==> src/marker_length_type_deframer_top_macros.svh <==
// Assertion macros for the marker/length/type deframer.
// Used by the top level; expects clk and rst_n in scope.
`ifndef MARKER_LENGTH_TYPE_DEFRAMER_TOP_MACROS_SVH
`define MARKER_LENGTH_TYPE_DEFRAMER_TOP_MACROS_SVH

// same-cycle implication
`define MLTD_ASSERT_NOW(lbl, ante, cons, msg) \
  lbl: assert property (@(posedge clk) disable iff (!rst_n) (ante) |-> (cons)) \
    else $error(msg);

// next-cycle implication
`define MLTD_ASSERT_NXT(lbl, ante, cons, msg) \
  lbl: assert property (@(posedge clk) disable iff (!rst_n) (ante) |=> (cons)) \
    else $error(msg);

`endif

==> src/mltd_pkg.sv <==
// Shared types and constants of the marker/length/type deframer.
// No dependencies.
package mltd_pkg;

  localparam int MARKER_LEN = 16;
  localparam int HP_W = (MARKER_LEN > 1) ? $clog2(MARKER_LEN) : 1;
  localparam logic [HP_W-1:0] HP_LAST = HP_W'(MARKER_LEN - 1);
  localparam logic [16:0] TOTAL_BASE = 17'(MARKER_LEN + 2);

  localparam int QDEPTH = 4;
  localparam int QAW = $clog2(QDEPTH);
  localparam int QCW = $clog2(QDEPTH + 1);

  localparam int PADDR_W = 3;

  typedef enum logic [1:0] {
    ERR_MARKER = 2'd0,
    ERR_SHORT  = 2'd1,
    ERR_LONG   = 2'd2
  } err_code_t;

  typedef struct packed {
    logic [7:0] payload_byte;
    logic       last_of_frame;
    logic       is_error;
    logic [1:0] error_code;
  } res_t;

  typedef struct packed {
    logic wr;
    logic failed;
  } front_stat_t;

endpackage

==> src/mltd_front.sv <==
// Front end of the deframer: header parsing, length checks, result classification.
// Depends on mltd_pkg.
module mltd_front
  import mltd_pkg::*;
(
  input  logic        clk,
  input  logic        rst_n,
  input  logic        in_acc,
  input  logic [7:0]  in_data,
  input  logic [7:0]  marker_byte,
  input  logic [16:0] max_frame_bytes,
  output res_t        res,
  output front_stat_t stat
);

  typedef enum logic [2:0] {
    PH_MARKER  = 3'd0,
    PH_LEN_HI  = 3'd1,
    PH_LEN_LO  = 3'd2,
    PH_TYPE    = 3'd3,
    PH_PAYLOAD = 3'd4
  } phase_t;

  phase_t          phase_r, phase_nxt;
  logic [HP_W-1:0] hp_r, hp_nxt;
  logic [7:0]      len_hi_r, len_hi_nxt;
  logic [15:0]     left_r, left_nxt;
  logic            failed_r, failed_nxt;
  logic            wr;
  logic [15:0]     body;
  logic [16:0]     total;
  logic [15:0]     left_dec;

  assign body     = {len_hi_r, in_data};
  assign total    = TOTAL_BASE + {1'b0, body};
  assign left_dec = left_r - 16'd1;

  always_comb begin
    phase_nxt  = phase_r;
    hp_nxt     = hp_r;
    len_hi_nxt = len_hi_r;
    left_nxt   = left_r;
    failed_nxt = failed_r;
    wr         = 1'b0;
    res        = '0;
    if (in_acc && !failed_r) begin
      case (phase_r)
        PH_MARKER: begin
          if (in_data != marker_byte) begin
            wr             = 1'b1;
            res.is_error   = 1'b1;
            res.error_code = ERR_MARKER;
            failed_nxt     = 1'b1;
          end else if (hp_r == HP_LAST) begin
            hp_nxt    = '0;
            phase_nxt = PH_LEN_HI;
          end else begin
            hp_nxt = hp_r + 1'b1;
          end
        end
        PH_LEN_HI: begin
          len_hi_nxt = in_data;
          phase_nxt  = PH_LEN_LO;
        end
        PH_LEN_LO: begin
          if (body <= 16'd1) begin
            wr             = 1'b1;
            res.is_error   = 1'b1;
            res.error_code = ERR_SHORT;
            failed_nxt     = 1'b1;
          end else if (total > max_frame_bytes) begin
            wr             = 1'b1;
            res.is_error   = 1'b1;
            res.error_code = ERR_LONG;
            failed_nxt     = 1'b1;
          end else begin
            left_nxt  = body - 16'd1;
            phase_nxt = PH_TYPE;
          end
        end
        PH_TYPE: begin
          phase_nxt = PH_PAYLOAD;
        end
        default: begin
          left_nxt          = left_dec;
          wr                = 1'b1;
          res.payload_byte  = in_data;
          res.last_of_frame = (left_dec == 16'd0);
          if (left_dec == 16'd0) begin
            phase_nxt = PH_MARKER;
            hp_nxt    = '0;
          end
        end
      endcase
    end
  end

  always_ff @(posedge clk) begin
    if (!rst_n) begin
      phase_r  <= PH_MARKER;
      hp_r     <= '0;
      len_hi_r <= '0;
      left_r   <= '0;
      failed_r <= 1'b0;
    end else begin
      phase_r  <= phase_nxt;
      hp_r     <= hp_nxt;
      len_hi_r <= len_hi_nxt;
      left_r   <= left_nxt;
      failed_r <= failed_nxt;
    end
  end

  assign stat.wr     = wr;
  assign stat.failed = failed_r;

endmodule

==> src/mltd_queue.sv <==
// Result queue between the front end and the output channel.
// Depends on mltd_pkg.
module mltd_queue
  import mltd_pkg::*;
(
  input  logic clk,
  input  logic rst_n,
  input  logic wr,
  input  res_t wr_res,
  input  logic rd,
  output res_t head,
  output logic empty,
  output logic full
);

  res_t           mem [QDEPTH];
  logic [QAW-1:0] wp_r, rp_r;
  logic [QCW-1:0] cnt_r;
  logic           do_wr, do_rd;

  assign empty = (cnt_r == '0);
  assign full  = (cnt_r == QCW'(QDEPTH));
  assign do_wr = wr && !full;
  assign do_rd = rd && !empty;
  assign head  = mem[rp_r];

  always_ff @(posedge clk) begin
    if (do_wr) begin
      mem[wp_r] <= wr_res;
    end
  end

  always_ff @(posedge clk) begin
    if (!rst_n) begin
      wp_r  <= '0;
      rp_r  <= '0;
      cnt_r <= '0;
    end else begin
      if (do_wr) begin
        wp_r <= wp_r + 1'b1;
      end
      if (do_rd) begin
        rp_r <= rp_r + 1'b1;
      end
      if (do_wr && !do_rd) begin
        cnt_r <= cnt_r + 1'b1;
      end else if (do_rd && !do_wr) begin
        cnt_r <= cnt_r - 1'b1;
      end
    end
  end

endmodule

==> src/marker_length_type_deframer_top.sv <==
// Top level of the marker/length/type deframer: config registers, front end, result queue.
// Depends on mltd_pkg, mltd_front, mltd_queue and the assertion macro header.
//
//   channel  | handshake            | payload
//   input    | push / full          | in_data_byte
//   result   | empty / pop          | out_payload_byte, out_last_of_frame,
//            |                      | out_is_error, out_error_code
//   config   | psel/penable/pwrite  | paddr, pwdata, prdata (pready tied high)
//
// One byte per cycle in; a result is queued in the cycle its byte is taken.
// A result can be popped the cycle after its byte is pushed (4-entry queue).
// full rises only when four results wait; input then stalls until a pop.
// Synchronous active-low reset clears parser state and the queue, and sets the config registers to their defaults.
`include "marker_length_type_deframer_top_macros.svh"
module marker_length_type_deframer_top
  import mltd_pkg::*;
(
  input  logic               clk,
  input  logic               rst_n,
  input  logic               push,
  output logic               full,
  input  logic [7:0]         in_data_byte,
  output logic               empty,
  input  logic               pop,
  output logic [7:0]         out_payload_byte,
  output logic               out_last_of_frame,
  output logic               out_is_error,
  output logic [1:0]         out_error_code,
  input  logic               psel,
  input  logic               penable,
  input  logic               pwrite,
  input  logic [PADDR_W-1:0] paddr,
  input  logic [31:0]        pwdata,
  output logic [31:0]        prdata,
  output logic               pready
);

  logic [7:0]  marker_r;
  logic [16:0] max_r;
  logic        cfg_wr;
  logic        in_acc;
  res_t        fres;
  res_t        head;
  front_stat_t fstat;

  assign pready = 1'b1;
  assign cfg_wr = psel && penable && pwrite && pready;
  assign prdata = paddr[2] ? {15'd0, max_r} : {24'd0, marker_r};

  always_ff @(posedge clk) begin
    if (!rst_n) begin
      marker_r <= 8'hFF;
      max_r    <= 17'd65553;
    end else if (cfg_wr) begin
      if (paddr[2]) begin
        max_r <= pwdata[16:0];
      end else begin
        marker_r <= pwdata[7:0];
      end
    end
  end

  assign in_acc = push && !full;

  mltd_front u_front (
    .clk             (clk),
    .rst_n           (rst_n),
    .in_acc          (in_acc),
    .in_data         (in_data_byte),
    .marker_byte     (marker_r),
    .max_frame_bytes (max_r),
    .res             (fres),
    .stat            (fstat)
  );

  mltd_queue u_queue (
    .clk    (clk),
    .rst_n  (rst_n),
    .wr     (fstat.wr),
    .wr_res (fres),
    .rd     (pop),
    .head   (head),
    .empty  (empty),
    .full   (full)
  );

  assign out_payload_byte  = head.payload_byte;
  assign out_last_of_frame = head.last_of_frame;
  assign out_is_error      = head.is_error;
  assign out_error_code    = head.error_code;

  `MLTD_ASSERT_NOW(a_full_not_empty, full, !empty, "queue full while empty")
  `MLTD_ASSERT_NOW(a_silent_after_fail, fstat.failed, !fstat.wr, "result after error")
  `MLTD_ASSERT_NOW(a_last_not_err, !empty, !(out_last_of_frame && out_is_error), "last on error")
  `MLTD_ASSERT_NXT(a_pop_frees, pop && !empty && !fstat.wr, !full, "pop did not free space")

endmodule
==> config.mk <==
export PLATFORM = sky130hd
export DESIGN_NAME = marker_length_type_deframer_top
export DESIGN_NICKNAME = d
export VERILOG_FILES = /design/src/mltd_pkg.sv /design/src/mltd_front.sv /design/src/mltd_queue.sv /design/src/marker_length_type_deframer_top.sv
export VERILOG_INCLUDE_DIRS = /design/src /design/src/src
export SDC_FILE = /design/constraint.sdc
export NUM_CORES = 1
export LEC_CHECK = 0
export BUFFER_PORTS_ARGS = -buffer_cell sky130_fd_sc_hd__buf_2
export CORE_MARGIN = 3
export CORE_UTILIZATION = 45
export CTS_CLUSTER_DIAMETER = 30
export DETAILED_ROUTE_END_ITERATION = 7
export GPL_TIMING_DRIVEN = 0
export PLACE_DENSITY = 0.7
export SETUP_SLACK_MARGIN = 0.4
export SYNTH_ARGS = -nofsm -noshare
export SYNTH_HDL_FRONTEND = slang
export SYNTH_HIERARCHICAL = 1
export SYNTH_SLANG_ARGS = --single-unit
==> constraint.sdc <==
create_clock -name clk -period 12.6 [get_ports clk]
set_input_delay 0.63 -clock clk [delete_from_list [all_inputs] [get_ports clk]]
set_output_delay 0.63 -clock clk [all_outputs]
set_load 0.01 [all_outputs]
==> flow_metrics.tcl, run 1 <==
set metrics [dict create \
    cts_setup_buffers 0 \
    drt_iter0_markers 354 \
    cp_slowest_cell "nor4_1" \
    dieHeight_um 128.5 \
    num_antenna_cells 0 \
    numClockSinks 114 \
    fillCellCount 1288 \
    rsz0062_at_grt "no" \
    ios 97 \
    grt.total_usage_pct 19.41 \
    dpl_cell_area_sq_um 7330 \
    ctsResizeCount 0 \
    vias_per_cell 5.439 \
    route.met2.wl_mm 7.465 \
    htreeDepth 4 \
    synth.avg_cell_area_sq_um 9.806 \
    clock_skew_ns 0.009192 \
    syn_area_sq_um 6756 \
    first_global_vias 5123 \
    cts_tree "built" \
    slew_violations 0 \
    die_w_um 128.5 \
    place_hpwl_mm 11.19 \
    io_buffers 58 \
    critical_path_class "in -> reg" \
    postRouteAntennaNets 0 \
    grt_overflow 0 \
    fin_crit_sh_pct 42.69 \
    cp_slowest_stage_delay_ns 0.43 \
    avgRoutedWirePerCell_um 15.79 \
    status "complete, no violations" \
    tns_ns 0 \
    drt_wl_total_mm 15.42 \
    syn_to_final_growth_pct 17.17 \
    drc_errors 0 \
    worst-path-buf-inv 5 \
    num_vias 5314 \
    tightest_slew_ns 0.8444 \
    coreArea_sq_um 14590 \
    start_util_pct 46.31 \
    min_period_ns 5.378 \
    highest_layer "met4" \
    clock.fmax_ghz 0.1859 \
    leakage_nw 3.151 \
    die-area_sq_um 16520 \
    fin_nets 861 \
    grt_max_degree 17 \
    routed-wl-met3_um 796 \
    cts_inserted_buffers 17 \
    worstPathMaxFanout 7 \
    drive_gt1_share_pct 20.30 \
    clock_path_buffers 2 \
    gp_routability_congestion 0.8760 \
    setup_viol 0 \
    rows 44 \
    firstDrtPassIters 5 \
    critPathLaunchType "input pin" \
    syn_inst 689 \
    clockRootBuffer "clkbuf_16" \
    arrival_ns 5.72 \
    peakVddDrop_uv 86.58 \
    grt_pass1_wl_mm 25.32 \
    maxCapViolations 0 \
    grt_antenna_before_repair 0 \
    ctsHoldBuffers 0 \
    clkTransAtPathRegs_ns 0.05 \
    relSlewSlack_pct 43.27 \
    synth_warnings 6 \
    cpLargestDelayFamily "simple AND/OR/NAND/NOR gates" \
    critical_path_required_ns 12.94 \
    p_per_area_nw_per_um2 137.3 \
    final-hold-violation-count 0 \
    postLayoutCellArea_sq_um 7916 \
    clkLatencyLatePin_ns 0.41 \
    hold_path.class "in -> reg" \
    routedLengthMet1_mm 6.877 \
    endpoint_kind "flop" \
]
## worst min-delay path: stages
cell and delay [ns]:
buf_2 0.10, nand2_1 0.05, mux2i_1 0.05
## path summary, 6_finish.rpt
| kind | start | to | slack (ns) | depth (start not counted) |
|---|---|---|---|---|
| min | pwdata[8] | max_r[8] | 0.47 | 3 |
| min reg2reg | u_front/failed_r | u_front/failed_r | 0.47 | 2 |
| max | in_data_byte[2] | u_queue/cnt_r[2] | 7.22 | 25 |
| max reg2reg | u_front/len_hi_r[0] | u_queue/cnt_r[2] | 7.69 | 21 |
## placed cells by master (no fill, tap or decap), types with 22 or more instances in the layout
cell and n:
edfxtp_1 48, mux2i_1 36, inv_1 29, nand2_1 75, o21ai_0 22, nor2_1 30
xnor2_1 27, dfxtp_1 66, buf_2 66, ha_1 30, clkbuf_1 30, a21oi_1 32
nor2b_1 29
## layout make-up
cell class,instances,area [sq um],area share [%]
tap,184,230.2,2.908
clock inverter,12,140.1,1.770
clock buffer,20,446.7,5.642
inverter,29,108.9,1.375
sequential,114,2763,34.90
multi-input combinational,496,3545,44.78
buffer,64,392.9,4.963
timing repair buffer,58,290.3,3.667
## flip-flops by register name, indices dropped and copies added, names as in the netlist, named ones only
name,count
u_queue/cnt_r,3
max_r,17
u_queue/wp_r,2
u_queue/mem,48
u_front/hp_r,4
marker_r,8
u_front/left_r,16
u_front/failed_r,1
u_front/phase_r,3
u_queue/rp_r,2
u_front/len_hi_r,8
## metrics by stage
step                worst slack (ns)  hold WS [ns]  instances  power [mW]  util, %
finish                         7.222        0.4658        977       1.087    54.26
global route                   6.889        0.4567        977       1.137    54.26
global placement               6.952        0.4530        945      0.6189    50.24
CTS                            7.288        0.4494        977       1.099    54.26
detailed placement             6.850        0.4628        945      0.6229    50.24
floorplan                      7.735        0.4328        703      0.5656        -
## power breakdown
group,internal [mW],leakage [nW],switching (mW),total [mW]
logic,0.0926,1.86,0.0939,0.186
clock network,0.312,0.281,0.161,0.474
registers,0.410,1.01,0.0168,0.427
total,0.815,3.15,0.272,1.09
## layer usage
| layer | track usage, % | vias to the layer above |
|---|---|---|
| li1 | - | 2606 |
| met1 | 24.51 | 2531 |
| met2 | 32.82 | 156 |
| met3 | 3.778 | 21 |
| met4 | 7.721 | 0 |
| met5 | 0 | - |
Power figures use the tool's default switching activity.
==> run 2: changes to the inputs <==
- ABC_AREA: unset -> 1
- clock period: 12.6 -> 5.3 ns (I/O delays scaled with it)
==> flow_metrics.tcl, run 2 <==
set metrics [dict create \
    firstDrtPassIters 5 \
    htreeDepth 4 \
    tns_ns 0 \
    setup_viol 0 \
    power.total_mw 2.666 \
    syn_inst 954 \
    top_regs "u_queue/mem: 48 flops, max_r: 17 flops, u_front/left_r: 16 flops" \
    cts_inserted_buffers 17 \
    coreArea_sq_um 14860 \
    num_vias 6259 \
    rsz0062_at_grt "no" \
    synth_warnings 6 \
    clock_path_buffers 2 \
    syn_to_final_growth_pct 16.48 \
    grt_pass1_wl_mm 26.81 \
    postRouteAntennaNets 0 \
    clock_skew_ns 0.006202 \
    critPathLaunchType "flop" \
    p_per_area_nw_per_um2 327.3 \
    numClockSinks 114 \
    crit_chain "inv_1 -> nor3_1 -> inv_1 -> nor2_1 -> nand4_1 -> xor2_1 -> ha_1 -> nand2_1 -> nor2_1 -> and2_1 -> nand4_1 -> nand3_1 -> nand2_1 -> nand3_1 -> nand2_1 -> nand2_1 -> buf_4 -> nand2_2 -> nor2_1" \
    clkLatencyLatePin_ns 0.42 \
    mostFrequentLayoutCell "nand2_1" \
    cpLargestDelayFamily "simple AND/OR/NAND/NOR gates" \
    layout_common_cells "nand2_1 (207), nor2_1 (157), inv_1 (124)" \
    syn_area_sq_um 6993 \
    place_hpwl_mm 12.29 \
    crit_path_frequent_cell "nand2_1" \
    grt_overflow 0 \
    tightest_slew_ns 1.148 \
    critical_path_required_ns 5.34 \
    drt_iter0_markers 427 \
    final-hold-violation-count 0 \
    die_w_um 130.7 \
    ctsHoldBuffers 0 \
    synth.avg_cell_area_sq_um 7.330 \
    grt.total_usage_pct 20.07 \
    worstPathMaxFanout 12 \
    status "complete, no violations" \
    grt_max_degree 17 \
    num_antenna_cells 0 \
    grt_antenna_before_repair 0 \
    maxCapViolations 0 \
    slew_violations 0 \
    utilization_pct 54.80 \
    peakVddDrop_uv 198.6 \
    finalNonFillerCells 1244 \
    rows 44 \
    avgRoutedWirePerCell_um 13.48 \
    regMostFlops "u_queue/mem" \
    clockRootBuffer "clkbuf_16" \
    worst-path-buf-inv 3 \
    critical_path_class "reg -> reg" \
    ios 97 \
    first_global_vias 5780 \
    die-area_sq_um 17070 \
    largest_register_ffs 48 \
    start_util_pct 47.05 \
    drt_wl_total_mm 16.77 \
    min_period_ns 4.221 \
    leakage_nw 3.900 \
    dieHeight_um 130.7 \
    clkTransAtPathRegs_ns 0.05 \
    drc_errors 0 \
    drive_gt1_share_pct 16.23 \
    vias_per_cell 5.031 \
    endpoint_kind "flop" \
    fin_crit_sh_pct 79.65 \
    fin_nets 1128 \
    gp_routability_congestion 0.8987 \
    cts_tree "built" \
    cts_setup_buffers 0 \
    cp_slowest_stage_delay_ns 0.87 \
    dp.cells 1212 \
    clock.fmax_ghz 0.2369 \
    ctsResizeCount 0 \
    io_buffers 60 \
    relSlewSlack_pct 23.21 \
    cp_slowest_cell "nor2_1" \
    arrival_ns 4.26 \
    hold_path.class "in -> reg" \
]
run 2: report_power, final:
part	switching (mW)	internal (mW)	leakage [nW]	total [mW]
Sequential	0.0375	0.988	1.00	1.03
Clock	0.414	0.687	0.271	1.10
Combinational	0.338	0.201	2.63	0.539
run 2: path summary, 6_finish.rpt:
check	startpoint	end	slack, ns	cells past startpoint
hold / removal	pwdata[16]	max_r[16]	0.07	3
setup / recovery	u_front/len_hi_r[0]	u_queue/mem[3][0]	1.08	19
hold reg to reg	u_front/failed_r	u_front/failed_r	0.46	2
setup reg to reg	u_front/len_hi_r[0]	u_queue/mem[3][0]	1.08	19
run 2: worst min-delay path: stages:
cell	delay, ns
buf_2	0.08
nand2_1	0.05
nand3_1	0.06
run 2: stage by stage:
stage          cell area, sq um  hold slack, ns  setup slack (ns)
2_1_floorplan              7046          0.3855             1.642
3_3_place_gp               7576          0.4422            0.7918
3_5_place_dp               7576          0.4495            0.7135
4_1_cts                    8145         0.05721             1.027
5_1_grt                    8145         0.06990            0.6172
6_report                   8145         0.06985             1.079
run 2: layer usage:
layer,part of all wire [%],GRT usage (%)
met1,44,25.31
met2,48,33.44
met3,7.3,6.504
met4,0.75,5.082
met5,0,0
run 2: final cells by class:
type | instances | area [sq um]
Clock buffer | 18 | 429.2
Buffer | 45 | 305.3
Fill cell | 1411 | 6719
Multi-Input combinational cell | 677 | 3480
Timing Repair Buffer | 60 | 300.3
Inverter | 132 | 498.0
Clock inverter | 14 | 140.1
Tap cell | 184 | 230.2
Sequential cell | 114 | 2763
==> run 3: changes to the inputs <==
- clock period: 5.3 -> 4 ns (I/O delays scaled with it)
==> flow_metrics.tcl, run 3 (synthesis gave the netlist of run 2 again) <==
set metrics [dict create \
    grt.total_usage_pct 20.33 \
    worst_r2r_path_depth 28 \
    crit_path_frequent_cell "nand2_2" \
    slew_violations 0 \
    firstDrtPassIters 8 \
    mostFrequentLayoutCell "nand2_1" \
    fin_nets 1144 \
    layout_common_cells "nand2_1 (198), nor2_1 (150), inv_1 (119)" \
    ios 97 \
    hold_path.class "in -> reg" \
    drt_wl_total_mm 17.11 \
    power.total_mw 3.629 \
    critical_path_required_ns 4.32 \
    status "complete, no violations" \
    postRouteAntennaNets 0 \
    min_period_ns 3.408 \
    cp_slowest_cell "dfxtp_4" \
    p_int_mw 2.540 \
    pre_cts_slack_ns -0.5215 \
    die-area_sq_um 17070 \
    power.share.clock_pct 40.2 \
    place_hpwl_mm 12.29 \
    cp_slowest_stage_delay_ns 0.37 \
    arrival_ns 3.73 \
    worstHoldStart "pwdata[0]" \
    setup_viol 0 \
    first_global_vias 5863 \
    whs_path_depth 3 \
    largest_register_ffs 48 \
    coreArea_sq_um 14860 \
    fin_ws_ns 0.5923 \
    regMostFlops "u_queue/mem" \
    clkLatencyLatePin_ns 0.42 \
    r2r-end "u_queue/cnt_r[2]" \
    peakVddDrop_uv 262.5 \
    worstPathMaxFanout 5 \
    clock_skew_ns 0.009983 \
    drive_gt1_share_pct 20.35 \
    tns_ns 0 \
    r2r_start "u_front/len_hi_r[0]" \
    dieHeight_um 130.7 \
    htreeDepth 4 \
    start_util_pct 47.05 \
    critical_path_class "reg -> reg" \
    dpl_cell_area_sq_um 7576 \
    drt_iter0_markers 488 \
    final-hold-violation-count 0 \
    seqPwrFrac_pct 37.4 \
    avgRoutedWirePerCell_um 13.58 \
    maxCapViolations 0 \
    grt_max_degree 17 \
    leakage_nw 4.024 \
    ff2ff_setup_slack_ns 0.59 \
    clockRootBuffer "clkbuf_16" \
    clock.fmax_ghz 0.2935 \
    grt_antenna_before_repair 0 \
    postLayoutCellArea_sq_um 8433 \
    numClockSinks 114 \
    num_antenna_cells 0 \
    grt_overflow 0 \
    clock_path_buffers 2 \
    io_buffers 60 \
    tightest_slew_ns 0.7339 \
    drc_errors 0 \
    fin_crit_sh_pct 85.19 \
    rsz0062_at_grt "yes" \
    relSlewSlack_pct 51.08 \
    top_regs "u_queue/mem: 48 flops, max_r: 17 flops, u_front/left_r: 16 flops" \
    whs_endpoint "marker_r[0]" \
    endpoint_kind "flop" \
    cts_inserted_buffers 17 \
    cts_tree "built" \
    syn_to_final_growth_pct 20.59 \
    critPathLaunchType "flop" \
    swShare_pct 30.03 \
    pwr-share-comb_pct 22.4 \
    rows 44 \
    switching_power_mw 1.090 \
    vias_per_cell 5.052 \
    grt_pass1_wl_mm 27.18 \
    gp_routability_congestion 0.8987 \
    p_per_area_nw_per_um2 430.4 \
    num_vias 6366 \
    die_w_um 130.7 \
    clkTransAtPathRegs_ns 0.06 \
    fillCellCount 1363 \
]
-- run 3: cell types whose count changed in the layout (fill, tap and decap cells not counted), moves of 4 or more --
cell	change
nand2_2	+8
buf_4	+13
nand2_1	-9
nor2_2	+5
inv_1	-5
nand3_1	-4
nand3_2	+4
nor2_1	-7
-- run 3: power by group through the flow --
stage	registers, mW	logic [mW]	clock network, mW
after floorplan	1.37	0.499	0
after global placement	1.38	0.702	0
after detailed placement	1.38	0.716	0
after CTS	1.36	0.740	1.48
after global routing	1.37	0.922	1.54
final	1.36	0.815	1.46
-- run 3: per-stage QoR --
step / instances / util [%] / hold WS [ns]
floorplan: 968 / - / 0.3205
global placement: 1212 / 50.97 / 0.4263
detailed placement: 1212 / 50.97 / 0.4330
CTS: 1251 / 55.60 / 0.00001213
global route: 1260 / 56.73 / 0.004903
finish: 1260 / 56.73 / 0.01640
-- run 3: worst max-delay path by stage --
stage	start	end	slack, ns	cells after the start
floorplan	in_data_byte[1]	u_queue/cnt_r[2]	0.41	31
global placement	in_data_byte[2]	u_queue/mem[0][0]	-0.44	23
detailed placement	in_data_byte[2]	u_queue/mem[2][0]	-0.52	23
CTS	u_front/len_hi_r[0]	u_queue/cnt_r[2]	0.41	29
global route	in_data_byte[3]	u_queue/cnt_r[2]	0.35	30
finish	u_front/len_hi_r[0]	u_queue/cnt_r[2]	0.59	28
-- run 3: layer usage --
layer | GRT usage [%] | part of all wire [%] | vias to the layer above
li1 | - | - | 3231
met1 | 25.33 | 44 | 2921
met2 | 34.13 | 48 | 199
met4 | 5.142 | 0.85 | 0
met3 | 6.707 | 6.9 | 15
met5 | 0 | 0 | -
-- run 3: repair_timing --
action	4_1_cts	5_1_grt
hold endpoints to repair	3	0
setup buffers	4	9
setup endpoints to repair	51	50
pin swaps	4	17
gates cloned	0	0
resized for setup	22	33
hold buffers	3	0
-- run 3: area by class of cell --
cell class | instances | area [sq um] | share of cell area, %
Multi-Input combinational cell | 677 | 3607 | 42.77
Sequential cell | 114 | 2771 | 32.86
Inverter | 132 | 508.0 | 6.024
Timing Repair Buffer | 76 | 430.4 | 5.104
Clock buffer | 18 | 429.2 | 5.089
Buffer | 45 | 316.6 | 3.754
Tap cell | 184 | 230.2 | 2.730
Clock inverter | 14 | 140.1 | 1.662
-- run 3: worst max-delay path, delay by kind of cell, from the launching register on --
kind,cells,cell delay (ns)
buffers and inverters,6,0.39
AND/OR/NAND/NOR,18,1.57
XOR/XNOR,1,0.16
flip-flops,1,0.37
adder cells (fa/ha/maj),3,0.80
